===== config.mk =====
export PLATFORM = sky130hd
export DESIGN_NAME = rpm_ctrl
export DESIGN_NICKNAME = d
export VERILOG_FILES = /design/src/sv/rpm_pkg.sv /design/src/sv/rpm_ctrl.sv
export SDC_FILE = /design/constraint.sdc
export NUM_CORES = 1
export LEC_CHECK = 0
export ABC_AREA = 1
export BUFFER_PORTS_ARGS = -buffer_cell sky130_fd_sc_hd__buf_2
export CAP_MARGIN = 20
export CORE_AREA = 4 4 41 43
export DETAILED_ROUTE_END_ITERATION = 6
export DIE_AREA = 0 0 45 47
export GPL_ROUTABILITY_DRIVEN = 0
export PLACE_DENSITY = 0.61
export SKIP_CTS_REPAIR_TIMING = 1
export SLEW_MARGIN = 25
export SYNTH_ARGS = -nofsm -noshare
export SYNTH_HDL_FRONTEND = slang
export SYNTH_SLANG_ARGS = --single-unit

===== constraint.sdc =====
create_clock -name clock -period 1.32 [get_ports clock]
set_input_delay 0.132 -clock clock [delete_from_list [all_inputs] [get_ports clock]]
set_output_delay 0.132 -clock clock [all_outputs]
set_load 0.02 [all_outputs]

===== src/sv/rpm_pkg.sv =====
// rpm_pkg: shared constants and the command/status structs of the run level meter.
// No dependencies; imported by the controller, the datapath and the top level.
`timescale 1ns / 1ps

package rpm_pkg;

   localparam int CHANS       = 4;
   localparam int CHAN_BITS   = 2;
   localparam int RUN_ID_BITS = 4;
   localparam int SUM_BITS    = 64;
   localparam int COUNT_BITS  = 32;
   localparam int ROOT_BITS   = 32;

   localparam logic                 MODE_SAMPLE = 1'b0;
   localparam logic                 MODE_REPORT = 1'b1;
   localparam logic [CHAN_BITS-1:0] CHAN_LAST   = 2'd3;

   // controller to datapath
   typedef struct packed {
      logic clear;       // write zeros at the sweep pointer, advance it
      logic load;        // capture the request transaction
      logic square;      // register absolute values and squares
      logic write;       // write back the updated run entry
      logic div_start;   // start sum / count for the current channel
      logic sqrt_start;  // start the root of the quotient
      logic out_load;    // load the result register
      logic next_chan;   // advance to the next channel of a report
   } cmd_type;

   // datapath to controller
   typedef struct packed {
      logic clear_last;
      logic is_report;
      logic div_busy;
      logic sqrt_busy;
      logic chan_last;
   } sts_type;

endpackage


===== src/sv/rpm_ctrl.sv =====
// rpm_ctrl: sequencer of the run level meter (clear sweep, sample update, report).
// Depends on rpm_pkg for the command and status structs.
`timescale 1ns / 1ps

module rpm_ctrl
   import rpm_pkg::*;
(
   input  logic    clock,
   input  logic    reset,
   input  logic    req_valid,
   output logic    req_stall,
   output logic    rsp_valid,
   input  logic    rsp_stall,
   input  sts_type sts,
   output cmd_type cmd
);

   localparam logic [2:0] ST_CLEAR = 3'd0;
   localparam logic [2:0] ST_IDLE  = 3'd1;
   localparam logic [2:0] ST_READ  = 3'd2;
   localparam logic [2:0] ST_WRITE = 3'd3;
   localparam logic [2:0] ST_CHAN  = 3'd4;
   localparam logic [2:0] ST_DIV   = 3'd5;
   localparam logic [2:0] ST_SQRT  = 3'd6;
   localparam logic [2:0] ST_OUT   = 3'd7;

   logic [2:0] state_ff;
   logic [2:0] state_in;

   always_ff @(posedge clock) begin
      if (reset) begin
         state_ff <= ST_CLEAR;
      end else begin
         state_ff <= state_in;
      end
   end

   assign req_stall = (state_ff != ST_IDLE);
   assign rsp_valid = (state_ff == ST_OUT);

   always_comb begin
      state_in = state_ff;
      cmd      = '0;
      case (state_ff)
         ST_CLEAR: begin
            cmd.clear = 1'b1;
            if (sts.clear_last) begin
               state_in = ST_IDLE;
            end
         end
         ST_IDLE: begin
            if (req_valid) begin
               cmd.load = 1'b1;
               state_in = ST_READ;
            end
         end
         ST_READ: begin
            cmd.square = 1'b1;
            state_in   = sts.is_report ? ST_CHAN : ST_WRITE;
         end
         ST_WRITE: begin
            cmd.write = 1'b1;
            state_in  = ST_IDLE;
         end
         ST_CHAN: begin
            cmd.div_start = 1'b1;
            state_in      = ST_DIV;
         end
         ST_DIV: begin
            if (!sts.div_busy) begin
               cmd.sqrt_start = 1'b1;
               state_in       = ST_SQRT;
            end
         end
         ST_SQRT: begin
            if (!sts.sqrt_busy) begin
               cmd.out_load = 1'b1;
               state_in     = ST_OUT;
            end
         end
         ST_OUT: begin
            if (!rsp_stall) begin
               if (sts.chan_last) begin
                  state_in = ST_IDLE;
               end else begin
                  cmd.next_chan = 1'b1;
                  state_in      = ST_CHAN;
               end
            end
         end
         default: begin
            state_in = ST_IDLE;
         end
      endcase
   end

endmodule


== Word-level counts from Yosys, hierarchy flattened ==
Cells that the tools add are included.
Cells by class
  reductions and logical operators: 2
  multiplexer cells: 21
  shifts and indexed selects: 0
  add/subtract/negate cells: 0
  bitwise logic cells: 0
  divide/modulo/power cells: 0
  $lt $le $gt $ge: 0
  eq/ne operators: 13
  multipliers: 0
Operators by type and width (count)
  3-bit one-hot mux with 8 select lines: 1
  3-bit 2-to-1 mux: 7
  1-bit 2-to-1 mux: 13
  3-bit equality test, second input constant: 4
  2-bit inequality test, second input constant: 5
  3-bit by 2-bit equality test with 1-bit output, second input constant: 2
  5-bit AND reduction: 1
  3-bit by 1-bit equality test with 1-bit output, second input constant: 1
  3-bit logical NOT: 1
  3-bit by 1-bit inequality test with 1-bit output, second input constant: 1
Word-level totals
  bits in latches: 0
  word-level logic and storage cells: 37
  bits in writable memories: 0
  output and inout bits: 10
  bits in read-only memories: 0
  register bits: 3
  memories kept: 0

== Depth between registers and ports, before layout ==
Gate-level depths: netlist of the first run.
  word-level depth: 3
  depth in mapped cells: 9

== Worst setup path before layout of the first run ==
No wires, ideal clock.
  path type: reg-to-output
  start: register state_ff[1]
  end: output port cmd[0] (netlist name)
  cell stages (with the launch flop): 4
  data required time: 1.188 ns
  path slack: -0.015 ns
  arrival time: 1.203 ns
  cells stage by stage: dfxtp_1 -> buf_6 -> nand2_1 -> nor4_1
RTL lines
  start, declared: line rpm_ctrl.sv:27  | logic [2:0] state_ff;
  start signal, assigned: line rpm_ctrl.sv:34  | state_ff <= state_in;
  end, declared: line rpm_ctrl.sv:15  | output cmd_type cmd

==> impl_metrics.py, run 1 <==
metrics = {
    "clock_tree": {
        "cts.clk_slew.worst_paths_ns": 0.04,
        "clk_latency_ns": 0.23,
        "htree_levels": 1,
        "cts_root_buffer": "clkbuf_4",
        "cts_tree": "done",
        "clk_path_buf_depth": 2,
        "cts.sinks": 3,
        "numCtsBuffers": 3,
    },
    "layout": {
        "seq_area_um2": 71.32,
        "stdcell_count": 96,
        "top_regs": "state_ff x3",
        "drive_gt1_share_pct": 49.38,
        "insertedDiodeCount": 0,
        "top_register": "state_ff",
        "nets": 91,
        "largest_reg_flops": 3,
        "syn2layout_area_growth_pct": 41.81,
        "fin_area_um2": 509.2,
        "multi_input_area_um2": 229.0,
        "fillers": 148,
    },
    "timing": {
        "rsz0062_at_grt": "true",
        "fmax_mhz": 797.2,
        "tightest_slew_ns": 0.2444,
        "fin_hold_ws_ns": 0.1413,
        "skew_ns": 0.003377,
        "finalSetupViolCount": 0,
        "hold_viol": 0,
        "finalCritPeriodShare_pct": 95.03,
        "drv_slew": 0,
        "maxSlewHeadroom_pct": 83.57,
        "fin_crit_ns": 1.254,
        "setup_slack_ns": 0.06563,
    },
    "routing": {
        "drt_first_pass_iters": 3,
        "via_count": 443,
        "vias_per_cell": 4.615,
        "route.detailed.drc": 0,
        "drt-initial-drc-count": 4,
        "wirelength_um": 963,
        "wire_per_inst_um": 10.03,
        "antenna_left": 0,
    },
    "outcome": {
        "status": "finished clean",
    },
    "setup_path": {
        "crit_path_end_kind": "output pin",
        "crit_fanout": 10,
        "cp_top_family": "flip-flops",
        "slowest_stage": "dfxtp_4",
        "worstPathCellList": "buf_4, nor3_1, buf_2",
        "timing.rr.end": "state_ff[0]",
        "slowest_delay_ns": 0.38,
        "r2r.worst_path.cells": 8,
        "path_class": "reg2out",
        "rr_startpoint": "state_ff[0]",
        "worstPathArrival_ns": 1.12,
        "reg2reg_slack_ns": 0.19,
        "cp_num_buf_inv": 2,
        "crit_required_ns": 1.19,
        "cp-start-kind": "flip-flop",
    },
    "die": {
        "boundaryPins": 19,
        "die_x_um": 45,
        "die_h_um": 47,
        "placementRows": 13,
        "die-area_um2": 2115,
        "core-area_um2": 1301,
        "start_util_pct": 27.60,
    },
    "grt": {
        "antenna_found_initial": 0,
        "grt_pass1_wl_um": 1559,
        "grt_max_degree": 11,
        "grt_usage_pct": 10.50,
        "grt_pass1_vias": 379,
        "grt_remaining_overflow": 0,
    },
    "power": {
        "combPwrFrac_pct": 64.5,
        "peakVddDrop_mv": 0.7975,
        "internal_power_w": 0.0005578,
        "switching_power_w": 0.0006256,
        "power_frac_clock_pct": 13.6,
        "powerDensity_nw_per_um2": 2324,
        "switching_share_pct": 52.86,
        "pwr-share-seq_pct": 21.9,
        "p_leak_nw": 0.2935,
    },
    "placement": {
        "port_buffers": 18,
        "dpl_cell_area_um2": 459.2,
        "pre_cts_ws_ns": 0.06072,
        "hpwl_um": 756,
        "dp.cells": 91,
    },
    "min_path": {
        "min_path_type": "in2reg",
        "worstHoldEndpoint": "state_ff[2]",
        "worstHoldStart": "reset",
        "min_path_cells": 4,
    },
    "synthesis": {
        "syn_nets": 68,
        "synth-seq-cells": 3,
        "ys_types": 20,
        "syn_area_um2": 359.1,
        "yosysWarnings": 0,
        "synth_cells": 59,
        "seq_area_frac_synth_pct": 16.72,
        "avgSynthCellArea_um2": 6.086,
    },
    "job": {
        "cap_violations": 0,
    },
}
power groups by stage:
stage	logic, W	registers, W	clock network [W]
after floorplan	0.000680	0.000147	0
after global placement	0.000732	0.000240	0
after detailed placement	0.000736	0.000238	0
after CTS	0.000740	0.000237	0.000166
after global routing	0.000847	0.000271	0.000176
final	0.000763	0.000259	0.000161
logic make-up (layout without fill, tap and decap cells):
logic type             Yosys count  in the layout  share of synthesized area (%)
AOI/OAI and AO/OA                5              5                          7.664
and+or+nand+nor                 37             37                          53.66
DFF                              3              3                          16.73
buffers and inverters           14             36                          21.95
cells in the mapped netlist:
cell	n	share of area [%]
nor3_1	4	5.6
nand2_2	3	5.2
dfxtp_1	3	17
o21ai_0	1	1.4
buf_6	2	6.3
nand3_2	1	2.8
nor2_1	8	8.4
nand2_1	10	10
nor2_4	1	3.1
a21oi_1	1	1.4
inv_1	8	8.4
o21ai_1	2	2.8
nand3_1	3	4.2
nor4_1	1	1.7
o31ai_1	1	2.1
buf_4	1	2.1
nand4_1	3	5.2
inv_4	3	5.2
nor2_2	2	3.5
nand4_2	1	3.5
metrics by stage:
step | TNS [ns] | utilization (%) | total power, W
after floorplan | 0 | - | 0.0008272
after global placement | 0 | 35.29 | 0.0009726
after detailed placement | 0 | 35.29 | 0.0009735
after CTS | -0.5681 | 37.31 | 0.001143
after global routing | -0.02707 | 39.13 | 0.001294
final | 0 | 39.13 | 0.001183
how the worst max path moves through the flow:
stage                            from          end  cells past startpoint
after global routing      state_ff[2]       cmd[0]                      3
after global placement    state_ff[0]  state_ff[1]                      7
after floorplan           state_ff[0]       cmd[6]                      5
final                     state_ff[1]       cmd[7]                      3
after detailed placement  state_ff[0]  state_ff[2]                      7
after CTS                 state_ff[0]       cmd[0]                      3
cells in the final DEF, fill, tap and decap left out, drive strengths merged:
cell type,instances
clkbuf,4
nor3,4
nor4,1
buf,21
nand2,13
a21oi,1
inv,11
nor2,11
o21ai,3
nand3,4
nand4,4
dfxtp,3
o31ai,1
worst min-delay path: cells and delay by family:
family,cells,cell delay (ns)
buffers and inverters,2,0.12
and+or+nand+nor,2,0.09
final cells by class:
class | count | share of cell area (%)
inverter | 11 | 9.582
timing repair buffer | 21 | 22.60
tap | 15 | 3.686
sequential | 3 | 14.00
clock buffer | 4 | 5.160
multi-input combinational | 42 | 44.96
routing by layer:
layer	share of wire [%]	track usage (%)	wire, µm	vias to the layer above
met1	40	11.11	388	192
met5	0	0	0	-
li1	-	-	-	237
met2	52	16.95	497	10
met4	2.5	8.772	24	0
met3	5.4	3.448	52	4
No activity file was read; power rests on OpenSTA's default activity.
==> run 2: changes to the inputs <==
==> constraint.sdc (replaced) <==
create_clock -name clock -period 1.4 [get_ports clock]
set_input_delay 0.14 -clock clock [delete_from_list [all_inputs] [get_ports clock]]
set_output_delay 0.14 -clock clock [all_outputs]
set_load 0.02 [all_outputs]
==> run 2 against run 1 <==
Net effect: register-to-register slack better by 0.05 ns; setup slack better by 0.0048 ns; core utilization fell by 1.9 points; sequential share of layout area decreased by 0.57 points; critical path type unchanged.
==> impl_metrics.py, run 2 (synthesized netlist as in run 1, its figures left out) <==
metrics = {
    "setup_path": {
        "reg2reg_slack_ns": 0.24,
        "crit_fanout": 10,
        "crit_path_end_kind": "output pin",
        "slowest_stage": "dfxtp_1",
        "cp_num_buf_inv": 2,
        "crit_required_ns": 1.26,
        "worstPathArrival_ns": 1.19,
        "worstPathCellList": "inv_4, nor4_1, buf_2",
        "cp_top_family": "flip-flops",
        "cp-start-kind": "flip-flop",
        "slowest_delay_ns": 0.44,
        "path_class": "reg2out",
    },
    "die": {
        "die_h_um": 47,
        "core-area_um2": 1301,
        "start_util_pct": 27.60,
        "die-area_um2": 2115,
        "boundaryPins": 19,
        "die_x_um": 45,
        "placementRows": 13,
    },
    "clock_tree": {
        "cts.clk_slew.worst_paths_ns": 0.04,
        "cts_root_buffer": "clkbuf_4",
        "numCtsBuffers": 3,
        "cts_tree": "done",
        "clk_path_buf_depth": 2,
        "cts.sinks": 3,
        "clk_latency_ns": 0.23,
        "htree_levels": 1,
    },
    "layout": {
        "nets": 90,
        "drive_gt1_share_pct": 45.00,
        "fillers": 160,
        "top_register": "state_ff",
        "top_regs": "state_ff x3",
        "final_common_cell": "buf_2",
        "fin_area_um2": 484.2,
        "final_cell_mix": "18 x buf_2, 10 x nand2_1, 8 x nor2_1, 8 x inv_1, 4 x nor3_1",
        "insertedDiodeCount": 0,
        "largest_reg_flops": 3,
        "syn2layout_area_growth_pct": 34.84,
    },
    "placement": {
        "port_buffers": 18,
        "dpl_cell_area_um2": 452.9,
        "hpwl_um": 737.3,
        "pre_cts_ws_ns": 0.1433,
    },
    "grt": {
        "antenna_found_initial": 0,
        "grt_pass1_wl_um": 1449,
        "grt_max_degree": 12,
        "grt_usage_pct": 9.471,
        "grt_pass1_vias": 346,
        "grt_remaining_overflow": 0,
    },
    "timing": {
        "setup_slack_ns": 0.07042,
        "hold_viol": 0,
        "fmax_mhz": 752.1,
        "rsz0062_at_grt": "false",
        "fin_hold_ws_ns": 0.1534,
        "drv_slew": 0,
        "fin_crit_ns": 1.330,
        "skew_ns": 0.001579,
        "finalCritPeriodShare_pct": 94.97,
        "finalSetupViolCount": 0,
        "tightest_slew_ns": 0.2383,
        "maxSlewHeadroom_pct": 84.09,
    },
    "routing": {
        "drt-initial-drc-count": 4,
        "wire_per_inst_um": 9.263,
        "via_count": 438,
        "route.detailed.drc": 0,
        "wirelength_um": 880,
        "vias_per_cell": 4.611,
        "drt_first_pass_iters": 4,
        "antenna_left": 0,
    },
    "power": {
        "p_leak_nw": 0.2865,
        "p_total_w": 0.001070,
        "peakVddDrop_mv": 0.8058,
        "powerDensity_nw_per_um2": 2210,
    },
    "outcome": {
        "status": "finished clean",
    },
    "min_path": {
        "min_path_type": "in2reg",
    },
    "job": {
        "cap_violations": 0,
    },
}
## run 2: cell count changes in the layout (fill, tap and decap cells not counted), sizes merged
cell	previous run	this run
buf	21	20
## run 2: worst min-delay path: stages
cell,delay (ns)
buf_2,0.08
inv_1,0.04
nand2_1,0.05
nor2_1,0.03
## run 2: area by class of cell
type,instances,area [µm²],share of cell area (%)
Timing Repair Buffer,20,105.1,21.71
Tap cell,15,18.77,3.876
Clock buffer,4,26.28,5.426
Multi-Input combinational cell,42,220.2,45.48
Sequential cell,3,65.06,13.44
Inverter,11,48.80,10.08
## run 2: per-stage QoR
stage	util [%]	cells	TNS, ns
global route	37.21	95	0
detailed placement	34.81	91	0
global placement	34.81	91	0
floorplan	-	59	0
finish	37.21	95	0
CTS	36.83	95	-0.1192
## run 2: worst paths after layout
| path | start | endpoint | depth (start not counted) |
|---|---|---|---|
| setup / recovery | state_ff[2] | cmd[0] | 3 |
| hold / removal | reset | state_ff[0] | 4 |
| setup reg to reg | state_ff[2] | state_ff[1] | 7 |
| hold reg to reg | state_ff[1] | state_ff[1] | 2 |
## run 2: routing by layer
metal  track usage (%)  vias to the layer above  part of all wire, %
li1                  -                      236                    -
met1             12.70                      184                   47
met2             13.56                       18                   42
met3             4.981                        0                   11
met4             1.754                        0                    0
met5                 0                        -                    0
## run 2: power breakdown
group / switching (W) / internal [W] / total, W
clock network: 0.0000480 / 0.000107 / 0.000155
registers: 0.0000884 / 0.000133 / 0.000221
logic: 0.000435 / 0.000259 / 0.000694
total: 0.000571 / 0.000499 / 0.00107
==> run 3: changes to the inputs <==
--- a/config.mk
+++ b/config.mk
@@ -12,7 +12,8 @@
 export DETAILED_ROUTE_END_ITERATION = 6
 export DIE_AREA = 0 0 45 47
 export GPL_ROUTABILITY_DRIVEN = 0
-export PLACE_DENSITY = 0.61
+export PLACE_DENSITY = 0.57
+export SETUP_SLACK_MARGIN = 0.3
 export SKIP_CTS_REPAIR_TIMING = 1
 export SLEW_MARGIN = 25
 export SYNTH_ARGS = -nofsm -noshare
==> run 3 against run 2 <==
Net effect: combinational power rose by 28%; setup slack improved by 0.12 ns; clock skew rose by 0.0011 ns; non-clock buffer count grew 2; critical path depth increased by 1; largest cell class unchanged.
==> impl_metrics.py, run 3 (synthesized netlist as in run 1, its figures left out) <==
metrics = {
    "layout": {
        "top_regs": "state_ff x3",
        "largest_reg_flops": 3,
        "final_cell_mix": "11 x buf_2, 8 x inv_1, 8 x nand2_1",
        "top_register": "state_ff",
        "insertedDiodeCount": 0,
        "syn2layout_area_growth_pct": 65.16,
        "drive_gt1_share_pct": 57.32,
        "fillers": 155,
        "final_common_cell": "buf_2",
        "nets": 92,
        "fin_util_pct": 45.58,
    },
    "timing": {
        "skew_ns": 0.002725,
        "drv_slew": 0,
        "finalSetupViolCount": 0,
        "tightest_slew_ns": 0.2321,
        "hold_viol": 0,
        "finalCritPeriodShare_pct": 86.41,
        "maxSlewHeadroom_pct": 84.40,
        "setup_slack_ns": 0.1903,
        "fin_crit_ns": 1.210,
        "tns_ns": 0,
        "rsz0062_at_grt": "true",
        "fmax_mhz": 826.6,
    },
    "grt": {
        "antenna_found_initial": 0,
        "top_usage_layer": "met2",
        "grt_usage_pct": 9.227,
        "use_met2_pct": 14.41,
        "use_met3_pct": 2.682,
        "grt_pass1_wl_um": 1455,
        "grt_remaining_overflow": 0,
        "grt_pass1_vias": 365,
        "grtUsageMet1_pct": 11.99,
        "grt_max_degree": 12,
    },
    "min_path": {
        "min_path_cells": 4,
        "worstHoldEndpoint": "state_ff[2]",
        "worstHoldStart": "reset",
        "min_path_type": "in2reg",
    },
    "setup_path": {
        "path_class": "reg2out",
        "crit_required_ns": 1.26,
        "crit_path_end_kind": "output pin",
        "worstPathArrival_ns": 1.07,
        "worstPathCellList": "inv_6, nand2_1, nor3_2, buf_4",
        "cp-start-kind": "flip-flop",
        "crit_fanout": 6,
        "slowest_delay_ns": 0.38,
        "rr_startpoint": "state_ff[0]",
        "slowest_stage": "dfxtp_4",
        "timing.rr.end": "state_ff[1]",
        "reg2reg_slack_ns": 0.22,
        "r2r.worst_path.cells": 7,
    },
    "clock_tree": {
        "htree_levels": 1,
        "cts.sinks": 3,
        "clk_latency_ns": 0.23,
        "clk_path_buf_depth": 2,
        "numCtsBuffers": 3,
        "cts_tree": "done",
        "cts.clk_slew.worst_paths_ns": 0.04,
        "cts_root_buffer": "clkbuf_4",
    },
    "routing": {
        "drt_first_pass_iters": 4,
        "route.detailed.drc": 0,
        "wire_per_inst_um": 10.60,
        "vias_per_cell": 4.588,
        "wirelength_um": 1028,
        "antenna_left": 0,
        "via_count": 445,
        "drt-initial-drc-count": 11,
    },
    "die": {
        "die_x_um": 45,
        "boundaryPins": 19,
        "die_h_um": 47,
        "start_util_pct": 27.60,
        "die-area_um2": 2115,
        "core-area_um2": 1301,
        "placementRows": 13,
    },
    "power": {
        "p_leak_nw": 0.3097,
        "p_total_w": 0.001295,
        "powerDensity_nw_per_um2": 2184,
        "peakVddDrop_mv": 0.6659,
    },
    "placement": {
        "pre_cts_ws_ns": 0.08365,
        "hpwl_um": 726.2,
        "port_buffers": 18,
    },
    "outcome": {
        "status": "finished clean",
    },
    "job": {
        "cap_violations": 0,
    },
}
## run 3: area by class of cell
type | instances | area [µm²] | area share [%]
multi-input cells | 42 | 270.3 | 45.57
clock buffers | 4 | 26.28 | 4.430
flip-flops and latches | 3 | 71.32 | 12.03
inverters | 11 | 53.80 | 9.072
repair buffers | 22 | 152.6 | 25.74
well taps | 15 | 18.77 | 3.165
## run 3: critical path, delay by kind of cell (launching register included)
family | cells | cell delay [ns]
buffers and inverters | 2 | 0.26
flip-flops | 1 | 0.38
AND/OR/NAND/NOR | 2 | 0.21
## run 3: how the worst max path moves through the flow
stage           startpoint          end  slack, ns  cells after the start
2_1_floorplan  state_ff[2]       cmd[1]       0.26                      3
3_3_place_gp   state_ff[1]  state_ff[2]       0.08                      7
3_5_place_dp   state_ff[1]  state_ff[2]       0.08                      7
4_1_cts        state_ff[1]       cmd[0]      -0.10                      3
5_1_grt        state_ff[0]       cmd[1]       0.11                      4
6_report       state_ff[0]       cmd[1]       0.19                      4
## run 3: power by group
group / switching (W) / internal, W
Combinational: 0.000514 / 0.000376
Clock: 0.0000412 / 0.000107
Sequential: 0.000110 / 0.000148
## run 3: per-layer routing
metal / part of all wire (%) / up-vias
met3: 8.1 / 0
met4: 0 / 0
met2: 50 / 19
li1: - / 234
met5: 0 / -
met1: 42 / 192
## run 3: per-stage QoR
step / cell area, µm² / instances / hold WS (ns)
floorplan: 372.9 / 59 / 0.2878
global placement: 459.2 / 90 / 0.4081
detailed placement: 459.2 / 90 / 0.4070
CTS: 485.5 / 94 / 0.1661
global route: 593.1 / 97 / 0.1842
finish: 593.1 / 97 / 0.1567
